===== src/rtl/sars_pkg.sv =====
`timescale 1ns / 1ps
// shared types, constants and helpers of the switching-aware ready selector
// no dependencies

package sars_pkg;

    localparam int NODE_W  = 16;
    localparam int OP_W    = 16;
    localparam int IMM_W   = 64;
    localparam int WT_W    = 8;
    localparam int PC_W    = 7;
    localparam int SCORE_W = 15;
    localparam int SLICE_W = 16;
    localparam int NCELL   = IMM_W / SLICE_W;

    localparam logic [WT_W-1:0] SAME_OP_RESET = 8'h1E;
    localparam logic [WT_W-1:0] IMM_BIT_RESET = 8'hFE;

    typedef enum logic [1:0] {
        CMD_PUSH   = 2'd0,
        CMD_POP    = 2'd1,
        CMD_MARK   = 2'd2,
        CMD_UNMARK = 2'd3
    } cmd_t;

    typedef enum logic [1:0] {
        ST_OK        = 2'd0,
        ST_EMPTY     = 2'd1,
        ST_FULL      = 2'd2,
        ST_NOT_FOUND = 2'd3
    } status_t;

    localparam logic REG_SAME_OP = 1'b0;
    localparam logic REG_IMM_BIT = 1'b1;

    typedef struct packed {
        logic [NODE_W-1:0] node;
        logic [OP_W-1:0]   op;
        logic [IMM_W-1:0]  imm;
    } entry_t;

    // beat handed from cell to cell along the popcount chain
    typedef struct packed {
        logic              valid;
        logic              match;
        logic [NODE_W-1:0] node;
        logic [PC_W-1:0]   acc;
        logic [IMM_W-1:0]  xr;
    } carry_t;

    function automatic logic [PC_W-1:0] slice_popcount(input logic [SLICE_W-1:0] v);
        logic [PC_W-1:0] n;
        n = '0;
        for (int k = 0; k < SLICE_W; k++)
        begin
            n = n + PC_W'(v[k]);
        end
        return n;
    endfunction

endpackage


===== src/rtl/sars_cell.sv =====
`timescale 1ns / 1ps
// one popcount cell: adds the bit count of the low slice, shifts the rest on
// depends on sars_pkg

module sars_cell
    import sars_pkg::*;
(
    input  logic   clk,
    input  logic   rst_n,
    input  carry_t cin,
    output carry_t cout
);

    logic              valid_reg;
    logic              match_reg;
    logic [NODE_W-1:0] node_reg;
    logic [PC_W-1:0]   acc_reg;
    logic [IMM_W-1:0]  xr_reg;

    always_ff @(posedge clk or negedge rst_n)
    begin
        if (!rst_n)
        begin
            valid_reg <= 1'b0;
        end
        else
        begin
            valid_reg <= cin.valid;
        end
    end

    always_ff @(posedge clk)
    begin
        match_reg <= cin.match;
        node_reg  <= cin.node;
        acc_reg   <= cin.acc + slice_popcount(cin.xr[SLICE_W-1:0]);
        xr_reg    <= cin.xr >> SLICE_W;
    end

    assign cout = '{valid: valid_reg, match: match_reg, node: node_reg,
                    acc: acc_reg, xr: xr_reg};

endmodule


===== config.mk =====
export PLATFORM = sky130hd
export DESIGN_NAME = sars_cell
export DESIGN_NICKNAME = d
export VERILOG_FILES = /design/src/rtl/sars_pkg.sv /design/src/rtl/sars_cell.sv
export SDC_FILE = /design/constraint.sdc
export NUM_CORES = 1
export LEC_CHECK = 0
export ABC_CLOCK_PERIOD_IN_PS = 1240
export BUFFER_PORTS_ARGS = -buffer_cell sky130_fd_sc_hd__buf_2
export CAP_MARGIN = 20
export CELL_PAD_IN_SITES_DETAIL_PLACEMENT = 0
export CELL_PAD_IN_SITES_GLOBAL_PLACEMENT = 1
export CORE_MARGIN = 2
export CORE_UTILIZATION = 30
export CTS_BUF_LIST = sky130_fd_sc_hd__clkbuf_4
export DETAILED_ROUTE_END_ITERATION = 10
export MAX_ROUTING_LAYER = met4
export PLACE_DENSITY_LB_ADDON = 0.1
export SLEW_MARGIN = 20
export SYNTH_ARGS = -nofsm -noshare
export SYNTH_HDL_FRONTEND = slang
export SYNTH_SLANG_ARGS = --single-unit

===== constraint.sdc =====
create_clock -name clk -period 1.24 [get_ports clk]
set_input_delay 0.372 -clock clk [delete_from_list [all_inputs] [get_ports clk]]
set_output_delay 0.372 -clock clk [all_outputs]
set_load 0.01 [all_outputs]

After elaboration in Yosys (flattened, before gate mapping). Cells that the tools add are included.

Add/sub/neg operators: 16. Multiply operators: 0. Divide/modulo/power cells: 0. $lt $le $gt $ge: 0. Eq/ne operators: 0. Shift operators: 0. Mux-type cells: 0. Bitwise operators: 0. Reduce and logical (&&, ||, !) cells: 0.

Operators with widths (number): $add A7 B1 Y7 (9); $add A6 B1 Y7 (1); $add A7 B7 Y7 (1); $add A5 B1 Y6 (1); $add A4 B1 Y5 (1); $add A3 B1 Y4 (1); $add A2 B1 Y3 (1); $add A1 B1 Y2 (1).

Bits in registers: 73. Bits in latches: 0. Bits in writable memories: 0. ROM bits: 0. Output and inout port bits: 89. Word-level logic and storage cells: 21. Memories kept: 0.

Depth between registers and ports, before layout. Gate-level depths: netlist of run 1.

Depth after elaboration: 16. Gate-level depth with buffers: 12. Gate-level depth less buffers: 12.

Least setup slack after synthesis of run 1. Ideal clock, no wire load.

Kind: input to register. Start: in cin[0] (netlist name). End: reg acc_reg[6]. Data arrival time: 3.877 ns. Required time: 1.123 ns. Setup slack: -2.753 ns. Cell stages on the path: 11. Path buffers: 0. Path through: fa_1 > inv_1 > fa_1 > fa_1 > fa_1 > inv_1 > fa_1 > fa_1 > a21o_1 > a221o_2 > xor2_1.

Word-level cells in the longest chain between the ends: 16.

Ends and longest elaborated chain: start, declared (line sars_cell.sv:10) `input carry_t cin,`; $add A1 B1 Y2 (line sars_pkg.sv:56) `n = n + PC_W'(v[k]);`; $add A2 B1 Y3 (line sars_pkg.sv:56); $add A3 B1 Y4 (line sars_pkg.sv:56); $add A4 B1 Y5 (line sars_pkg.sv:56); $add A5 B1 Y6 (line sars_pkg.sv:56); $add A6 B1 Y7 (line sars_pkg.sv:56); $add A7 B1 Y7 (9 in series) (line sars_pkg.sv:56); $add A7 B7 Y7 (line sars_cell.sv:36) `acc_reg <= cin.acc + slice_popcount(cin.xr[SLICE_W-1:0]);`; end signal, assigned (line sars_cell.sv:36); end, declared (line sars_cell.sv:17) `logic [PC_W-1:0] acc_reg;`.

No other way between the ends.

Worst setup path after layout of run 1. Ends and elaborated chain as after synthesis.

==> summary.txt, run 1 <==
Status
  • Status: finished, violations left
  • Failing checks: negative setup slack

STA
  • Fin. max-slew vios: 0
  • Setup TNS Final: -14.71 ns
  • Max Freq: 276 MHz
  • Final setup viols: 8
  • Worst Setup Slack, final: -2.38 ns
  • RSZ-0062 raised after global routing: true
  • Final Hold Viols: 0
  • Minimum clock period after layout: 3.62 ns
  • Hold WS: 0.0683 ns
  • Tcrit/Tclk final: 292%

Floorplanning
  • Num ports: 180
  • Die Wd: 89.3 µm
  • Rows: 31
  • Die Span Y: 89.3 µm
  • Core area: 0.00714 mm²
  • Initial Utilization: 30.6%
  • Die area: 0.00797 mm²

Min path
  • Hold depth: 1
  • Worst min path class: in -> reg

Clock tree
  • Root Buffer: clkbuf_4
  • H-tree levels: 3
  • CTS max path bufs: 2
  • CTS tree: built
  • CTS clk-pin slew, worst paths: 0.11 ns
  • Clock sinks: 73
  • Total CTS buffers: 9

Setup path
  • Crit Path Class: in -> reg
  • Top delay family on crit path: adder cells
  • Critical Path End: acc_reg[6]$_DFF_P_
  • Crit-path cells: buf_6 -> fa_1 -> inv_2 -> fa_1 -> fa_1 -> fa_1 -> inv_1 -> fa_2 -> fa_2 -> a21o_1 -> a221o_2 -> xor2_1
  • Setup crit end kind: register
  • Number of cells on the critical path: 12
  • Largest stage delay, worst path: 0.54 ns
  • Buf/Inv on CP: 3
  • CP startpoint: cin[0]
  • CP Launch Type: input pin
  • CP max FO: 2
  • Most frequent cell on the critical path: fa_1
  • CP arrival: 3.91 ns
  • Worst Path Required: 1.53 ns
  • Max stage delay cell, worst path: fa_1

Synthesis
  • Synthesis Warnings: 0
  • Synth Area per Inst: 14.0 µm²
  • Mapped Cells: 156
  • Distinct cells, synth: 21
  • Top cells by area, synth: dfxtp_1, fa_1, buf_4
  • Synthesis-stage register bit count: 73
  • Cell Area, Synth: 0.00218 mm²
  • Seq/Total Area, Yosys: 67.2%
  • Synth top area share: 66.1%
  • Largest area contributor in the netlist: dfxtp_1

Detailed routing
  • Antenna viol nets, final: 0
  • Iteration-0 DRC Markers: 18
  • Routed len/inst: 11.8 µm
  • Met1 Routed Length: 1840 µm
  • Drt drc: 0
  • Wirelength, routed: 5320 µm
  • First drt pass iteration count: 2
  • Routed wl met2: 2750 µm
  • Met3 wire length: 628 µm
  • Max Used Layer: met4
  • Vias: 1669
  • DR vias/cell: 3.72

Placement
  • Area after DPL: 0.00314 mm²
  • GPL Wtd Cong: 0.704
  • Worst slack at placement: -2.83 ns
  • # port buffers: 163
  • Post-DP HPWL: 4320 µm

Layout
  • Net count, final: 456
  • P&R area growth vs syn: 65.5%
  • Max reg flops: 48
  • Share of layout cells above drive strength 1: 67.7%
  • ANT cells: 0
  • Design area: 0.00361 mm²

Flow run
  • Max cap viols: 0

Power
  • VDD IR max: 0.565 mV
  • P_leak: 1.90 nW
  • Pwr per Cell Area: 1730 mW/mm²
  • Pwr Total: 6.24 mW

Global route
  • First-pass GRT wire length: 7310 µm
  • Pin count of the biggest net entering global routing: 13
  • Vias in the first global route: 1541
  • Remaining global-route overflow: 0
  • GRT Overall Usage: 13.0%
  • Number of antenna violations at the first check in global routing: 0
## how the worst min path moves through the flow
stage          slack (ns)     from                  end
6_report             0.07  cin[16]    xr_reg[0]$_DFF_P_
5_1_grt              0.01  cin[46]   xr_reg[30]$_DFF_P_
4_1_cts              0.04  cin[52]   xr_reg[36]$_DFF_P_
3_5_place_dp         0.15    rst_n  valid_reg$_DFF_PN0_
3_3_place_gp         0.15    rst_n  valid_reg$_DFF_PN0_
2_1_floorplan        0.08    rst_n  valid_reg$_DFF_PN0_
## metrics by stage
step           cells  util, %
2_1_floorplan    171        -
3_3_place_gp     426     43.9
3_5_place_dp     426     43.9
4_1_cts          447     48.1
5_1_grt          449     50.6
6_report         449     50.6
## area by class of cell
class / count / area [µm²]
clock buffers: 11 / 82.6
clock inverters: 5 / 56.3
fillers: 684 / 3520
inverters: 23 / 86.3
multi-input cells: 57 / 587
flip-flops and latches: 73 / 1510
well taps: 99 / 124
repair buffers: 181 / 1170
## cells in the mapped netlist
master and count:
xor2_1 2, xnor2_1 1, o21ai_0 1, nor2b_1 2, nor3b_1 1, ha_1 8, a221o_1 1, buf_4 18
and3_2 2, nor2_1 3, dfxtp_1 72, dfrtp_1 1, inv_1 23, a21oi_1 1, a21o_1 2, a211o_1 1
a211oi_1 2, fa_1 12, o21a_1 1, conb_1 1, a221o_2 1
## cell usage in the layout, fill, tap and decap left out, drive strengths merged, types with 2 or more instances in the layout
master    n
clkbuf   11
nor2      3
dfxtp    72
a211oi    2
conb     16
xor2      2
buf     180
nor2b     2
and3      2
ha        8
fa       12
inv      23
clkinv    3
a21o      2
a221o     2
## routing by layer
metal	GRT usage (%)	vias to the layer above
li1	-	825
met1	12.6	738
met2	22.3	97
met3	5.26	9
met4	6.65	0
met5	-	-
## where the power goes
| group | switching, mW | internal (mW) |
|---|---|---|
| Clock | 0.780 | 0.658 |
| Combinational | 0.935 | 1.20 |
| Sequential | 0.0654 | 2.60 |
| Total | 1.78 | 4.46 |
## cell families after synthesis
logic type,count (synthesis),synth area share (%)
flops,73,67.2
buf+inv,41,10.1
fa+ha+maj,20,15.6
compound gates,10,3.55
simple gates,8,2.12
xor+xnor,3,1.20
other cells,1,0.172
## timing repair
item,in CTS,in global routing
pin swaps,4,3
setup buffers,4,2
gates resized for setup,28,46
setup endpoints to repair,30,80
hold buffers,1,0
endpoints found under the hold margin,1,0
Note: power is estimated with default switching activity, not from simulation.
==> run 2, diff against run 1 <==
HOLD_SLACK_MARGIN = 0.08   (was not set)
==> run 2 against run 1 <==
Compared with the run above:
- the flow still finishes with violations (negative setup slack)
- total power increased by 3.4%
- global-route usage up 2.4 points
- routed wire length up 25%
- worst hold slack improved by 0.11 ns
- largest power group unchanged
- highest routed layer unchanged
==> summary.txt, run 2 (synthesis gave the netlist of run 1 again) <==
Status
  • Status: finished, violations left
  • Failing checks: negative setup slack

Placement
  • # port buffers: 163 (unchanged)
  • Worst slack at placement: -2.83 ns (unchanged)
  • GPL Wtd Cong: 0.704 (unchanged)
  • Post-DP HPWL: 4320 µm (unchanged)
  • Cells after DPL: 426 (unchanged)

STA
  • Max Freq: 276 MHz (-0.13%)
  • Setup TNS Final: -14.74 ns (-0.0366 ns)
  • Tcrit/Tclk final: 292% (+0.39 points)
  • Final setup viols: 8 (unchanged)
  • Final Hold Viols: 0 (unchanged)
  • Minimum clock period after layout: 3.63 ns (+0.00484 ns)
  • Worst Setup Slack, final: -2.39 ns (-0.00484 ns)
  • RSZ-0062 raised after global routing: true
  • Fin. max-slew vios: 0 (unchanged)

Min path
  • Worst min path class: in -> reg

Detailed routing
  • First drt pass iteration count: 2 (unchanged)
  • DR vias/cell: 3.77 (+1.3%)
  • Wirelength, routed: 6630 µm (+25%)
  • Vias: 1940 (+16%)
  • Iteration-0 DRC Markers: 15 (-3)
  • Routed len/inst: 12.9 µm (+8.7%)
  • Antenna viol nets, final: 0 (unchanged)
  • Drt drc: 0 (unchanged)

Global route
  • GRT Overall Usage: 15.4% (+2.4 points)
  • Remaining global-route overflow: 0 (unchanged)
  • Number of antenna violations at the first check in global routing: 0 (unchanged)
  • Pin count of the biggest net entering global routing: 13 (unchanged)
  • Vias in the first global route: 1910 (+24%)
  • First-pass GRT wire length: 8820 µm (+21%)

Floorplanning
  • Die Span Y: 89.3 µm (unchanged)
  • Initial Utilization: 30.6% (unchanged)
  • Num ports: 180 (unchanged)
  • Core area: 0.00714 mm² (unchanged)
  • Rows: 31 (unchanged)
  • Die area: 0.00797 mm² (unchanged)
  • Die Wd: 89.3 µm (unchanged)

Power
  • VDD IR max: 0.498 mV (-12%)
  • P_leak: 2.18 nW (+15%)
  • Pwr per Cell Area: 1500 mW/mm² (-13%)

Setup path
  • Buf/Inv on CP: 3 (unchanged)
  • Setup crit end kind: register
  • Largest stage delay, worst path: 0.54 ns (about the same)
  • Most frequent cell on the critical path: fa_1
  • Top delay family on crit path: adder cells
  • Critical Path End: acc_reg[6]$_DFF_P_
  • Crit Path Class: in -> reg
  • Number of cells on the critical path: 12 (unchanged)
  • Crit-path cells: buf_6 -> fa_1 -> inv_2 -> fa_1 -> fa_1 -> fa_1 -> inv_1 -> fa_2 -> fa_2 -> a21o_1 -> a221o_2 -> xor2_1
  • CP Launch Type: input pin
  • CP arrival: 3.91 ns (about the same)
  • CP startpoint: cin[0]
  • CP max FO: 2 (unchanged)
  • Max stage delay cell, worst path: fa_1
  • Worst Path Required: 1.53 ns (about the same)

Clock tree
  • CTS clk-pin slew, worst paths: 0.10 ns (about the same)
  • H-tree levels: 3 (unchanged)
  • CTS max path bufs: 2 (unchanged)
  • Total CTS buffers: 9 (unchanged)
  • Root Buffer: clkbuf_4
  • CTS tree: built
  • Clock sinks: 73 (unchanged)

Layout
  • Post-Layout Cell Count: 515 (+15%)
  • Max reg flops: 48 (unchanged)
  • Net count, final: 522 (+14%)
  • Commonest non-fill, non-tap cell in the layout: buf_2
  • Share of layout cells above drive strength 1: 57.7% (-10 points)
  • Commonest cells after routing, fill and taps aside: buf_2, dlygate4sd3_1, buf_6
  • P&R area growth vs syn: 96.8%
  • Layout fillers: 591 (-14%)
  • ANT cells: 0 (unchanged)

Flow run
  • Max cap viols: 0 (unchanged)
[run 2: through the flow]
| stage | cell area, µm² | total power [mW] | util [%] | hold WS, ns |
|---|---|---|---|---|
| after global routing | 4300 | 6.88 | 60.2 | 0.128 |
| after CTS | 4090 | 6.33 | 57.3 | 0.146 |
| after detailed placement | 3140 | 4.31 | 43.9 | 0.149 |
| after floorplan | 2250 | 3.60 | - | 0.0764 |
| final | 4300 | 6.45 | 60.2 | 0.178 |
| after global placement | 3140 | 4.26 | 43.9 | 0.146 |
[run 2: timing repair]
action                     in CTS  in global routing
setup endpoints to repair      30                 80
hold buffers                   67                  0
hold endpoints to repair       67                  0
buffers inserted                4                  2
gates resized for setup        28                 54
pin swaps                       4                  3
[run 2: final cells by class]
| type | instances | area, µm² | area share, % |
|---|---|---|---|
| Timing Repair Buffer | 247 | 1850 | 43.1 |
| Sequential cell | 73 | 1510 | 35.1 |
| Multi-Input combinational cell | 57 | 587 | 13.7 |
| Tap cell | 99 | 124 | 2.88 |
| Inverter | 23 | 86.3 | 2.01 |
| Clock buffer | 11 | 82.6 | 1.92 |
| Clock inverter | 5 | 56.3 | 1.31 |
[run 2: worst min-delay path by stage]
stage,endpoint,cells after the start,start
final,acc_reg[6]$_DFF_P_,2,cin[70]
after global routing,acc_reg[6]$_DFF_P_,2,cin[70]
after CTS,acc_reg[6]$_DFF_P_,2,cin[70]
after detailed placement,valid_reg$_DFF_PN0_,1,rst_n
after global placement,valid_reg$_DFF_PN0_,1,rst_n
after floorplan,valid_reg$_DFF_PN0_,0,rst_n
[run 2: per-layer routing]
layer  GRT usage [%]  vias up  wire length, µm
met4            7.19        0               76
met2            27.7       98             3610
met1            14.8      878             2360
li1                -      957                -
met5               -        -                0
met3            5.17        7              577
[run 2: power by group]
group          internal (mW)  switching (mW)
sequential              2.60          0.0716
clock                  0.658           0.797
combinational           1.34           0.977
total                   4.60            1.85
==> run 3, diff against run 2 <==
--- a/config.mk
+++ b/config.mk
@@ -23 +23,2 @@
 export SYNTH_SLANG_ARGS = --single-unit
+export TNS_END_PERCENT = 5
==> constraint.sdc (replaced) <==
create_clock -name clk -period 1.24 [get_ports clk]
set_input_delay 0.062 -clock clk [delete_from_list [all_inputs] [get_ports clk]]
set_output_delay 0.062 -clock clk [all_outputs]
set_load 0.01 [all_outputs]
==> run 3 against run 2 <==
Compared with the run above:
- the flow finishes with violations (negative hold slack, negative setup slack)
- highest routed layer unchanged
- largest power group unchanged
- total power is 7.9% lower
- sequential power is 1% lower
- global-route usage is 0.69 points lower
- cell area is 7.0% lower
- worst setup slack better by 0.35 ns
- first-iteration DRC count is 47% higher
- via count is 1.9% lower
- routed wire length is 7.6% lower
- sequential share of layout area is 1.6 points higher
- worst hold slack worse by 0.20 ns
- combinational power is 18% lower
- critical path type unchanged
- die area stayed put
==> summary.txt, run 3 (synthesis gave the netlist of run 1 again) <==
Status
  • Status: finished, violations left
  • Failing checks: negative hold slack, negative setup slack

Layout
  • Share of layout cells above drive strength 1: 47.8% (-9.9 points)
  • Commonest cells after routing, fill and taps aside: buf_2, dfxtp_1, dlygate4sd3_1
  • Final Util: 55.9% (-4.2 points)
  • Area of the multi-input gates: 576 µm² (-1.9%)
  • Max reg flops: 48 (unchanged)
  • Net count, final: 518 (-0.77%)
  • Design area: 0.00399 mm² (-7.0%)
  • Register area: 0.00147 mm² (-2.8%)
  • Layout fillers: 643 (+8.8%)
  • Post-Layout Cell Count: 511 (-0.78%)
  • P&R area growth vs syn: 83.0%
  • ANT cells: 0 (unchanged)
  • Commonest non-fill, non-tap cell in the layout: buf_2

Power
  • Pwr Total: 5.94 mW (-7.9%)
  • Pwr per Cell Area: 1490 mW/mm² (-0.89%)
  • VDD IR max: 0.512 mV (+2.9%)
  • P_leak: 2.06 nW (-5.2%)

Setup path
  • Worst Path Required: 1.54 ns (about the same)
  • Crit-path cells: buf_6 -> fa_1 -> inv_1 -> fa_1 -> fa_1 -> fa_1 -> inv_2 -> fa_2 -> fa_2 -> a21o_1 -> a221o_2 -> xor2_1
  • Most frequent cell on the critical path: fa_1
  • Max stage delay cell, worst path: fa_1
  • CP Launch Type: input pin
  • Crit Path Class: in -> reg
  • CP arrival: 3.58 ns (-0.33 ns)
  • Largest stage delay, worst path: 0.53 ns (about the same)
  • Setup crit end kind: register
  • CP max FO: 2 (unchanged)

Global route
  • Number of antenna violations at the first check in global routing: 0 (unchanged)
  • First-pass GRT wire length: 8400 µm (-4.8%)
  • Pin count of the biggest net entering global routing: 14 (+1)
  • GRT Overall Usage: 14.7% (-0.69 points)
  • Vias in the first global route: 1849 (-3.2%)
  • Remaining global-route overflow: 0 (unchanged)

Placement
  • Post-DP HPWL: 4320 µm (about the same)
  • # port buffers: 163 (unchanged)
  • Cells after DPL: 425 (-0.23%)
  • GPL Wtd Cong: 0.669 (-5.0%)
  • Worst slack at placement: -2.51 ns (+0.322 ns)
  • Area after DPL: 0.00312 mm² (-0.40%)

Clock tree
  • CTS tree: built
  • Total CTS buffers: 9 (unchanged)
  • Clock sinks: 73 (unchanged)
  • Setup Fix Bufs, Post-CTS: 0 (-4)
  • Root Buffer: clkbuf_4
  • CTS max path bufs: 2 (unchanged)
  • CTS clk-pin slew, worst paths: 0.11 ns (about the same)
  • H-tree levels: 3 (unchanged)
  • Hold_buf cts: 70 (+4.5%)

STA
  • Fin. max-slew vios: 0 (unchanged)
  • Final Hold Viols: 1 (+1)
  • Minimum clock period after layout: 3.28 ns (-0.350 ns)
  • Max Freq: 305 MHz (+11%)
  • Worst Setup Slack, final: -2.04 ns (+0.350 ns)
  • Final setup viols: 7 (-1)
  • Hold WS: -0.0251 ns (-0.203 ns)
  • RSZ-0062 raised after global routing: true
  • Tcrit/Tclk final: 264% (-28 points)
  • Setup TNS Final: -11.57 ns (+3.17 ns)

Floorplanning
  • Die Wd: 89.3 µm (unchanged)
  • Num ports: 180 (unchanged)
  • Rows: 31 (unchanged)
  • Initial Utilization: 30.6% (unchanged)
  • Core area: 0.00714 mm² (unchanged)
  • Die Span Y: 89.3 µm (unchanged)
  • Die area: 0.00797 mm² (unchanged)

Detailed routing
  • Wirelength, routed: 6120 µm (-7.6%)
  • Met3 wire length: 621 µm (+7.6%)
  • Drt drc: 0 (unchanged)
  • Antenna viol nets, final: 0 (unchanged)
  • Met1 Routed Length: 2090 µm (-12%)
  • First drt pass iteration count: 2 (unchanged)
  • Routed len/inst: 12.0 µm (-6.9%)
  • Vias: 1903 (-1.9%)
  • DR vias/cell: 3.72 (-1.1%)
  • Routed wl met2: 3320 µm (-7.9%)
  • Iteration-0 DRC Markers: 22 (+7)
  • Max Used Layer: met4

Flow run
  • Max cap viols: 0 (unchanged)

Min path
  • Hold Startpoint: cin[4]
  • Hold depth: 2 (unchanged)
  • Worst Hold End: acc_reg[0]$_DFF_P_
  • Worst min path class: in -> reg
## run 3: cell count changes in the layout (fill, tap and decap cells not counted), sizes merged
cell	change
dlygate4sd3	+3
inv	+1
clkinvlp	+2
clkbuf	-2
clkinv	-1
buf	-7
## run 3: cell type report
cell class / instances / area share, %
inverters: 23 / 2.16
multi-input cells: 57 / 14.4
well taps: 99 / 3.10
flip-flops and latches: 73 / 36.7
clock buffers: 9 / 1.69
clock inverters: 7 / 1.72
repair buffers: 243 / 40.2
## run 3: worst max-delay path by stage
stage | start | slack, ns | depth (start not counted) | end
after global routing | cin[0] | -2.12 | 12 | acc_reg[6]$_DFF_P_
final | cin[11] | -2.04 | 12 | acc_reg[6]$_DFF_P_
after global placement | cin[0] | -2.46 | 12 | acc_reg[6]$_DFF_P_
after CTS | cin[0] | -2.03 | 12 | acc_reg[6]$_DFF_P_
after floorplan | cin[0] | -2.31 | 11 | acc_reg[6]$_DFF_P_
after detailed placement | cin[11] | -2.51 | 12 | acc_reg[6]$_DFF_P_
## run 3: metal layers
layer | GRT usage [%] | up-vias
met1 | 14.3 | 853
met2 | 26.5 | 94
met4 | 8.14 | 0
met5 | - | -
met3 | 3.79 | 7
li1 | - | 949
## run 3: power breakdown
group	internal, mW	switching [mW]
registers	2.58	0.0471
clock network	0.607	0.806
logic	1.02	0.879
## run 3: critical path, delay by kind of cell
family          cells  cell delay (ns)
xor+xnor            1             0.14
fa+ha+maj           6             2.67
buf+inv             3             0.18
compound gates      2             0.52
## run 3: repair_timing
action | 4_1_cts | 5_1_grt
pin swaps | 4 | 0
resized for setup | 4 | 4
endpoints found under the setup margin | 7 | 7
endpoints found under the hold margin | 70 | 1
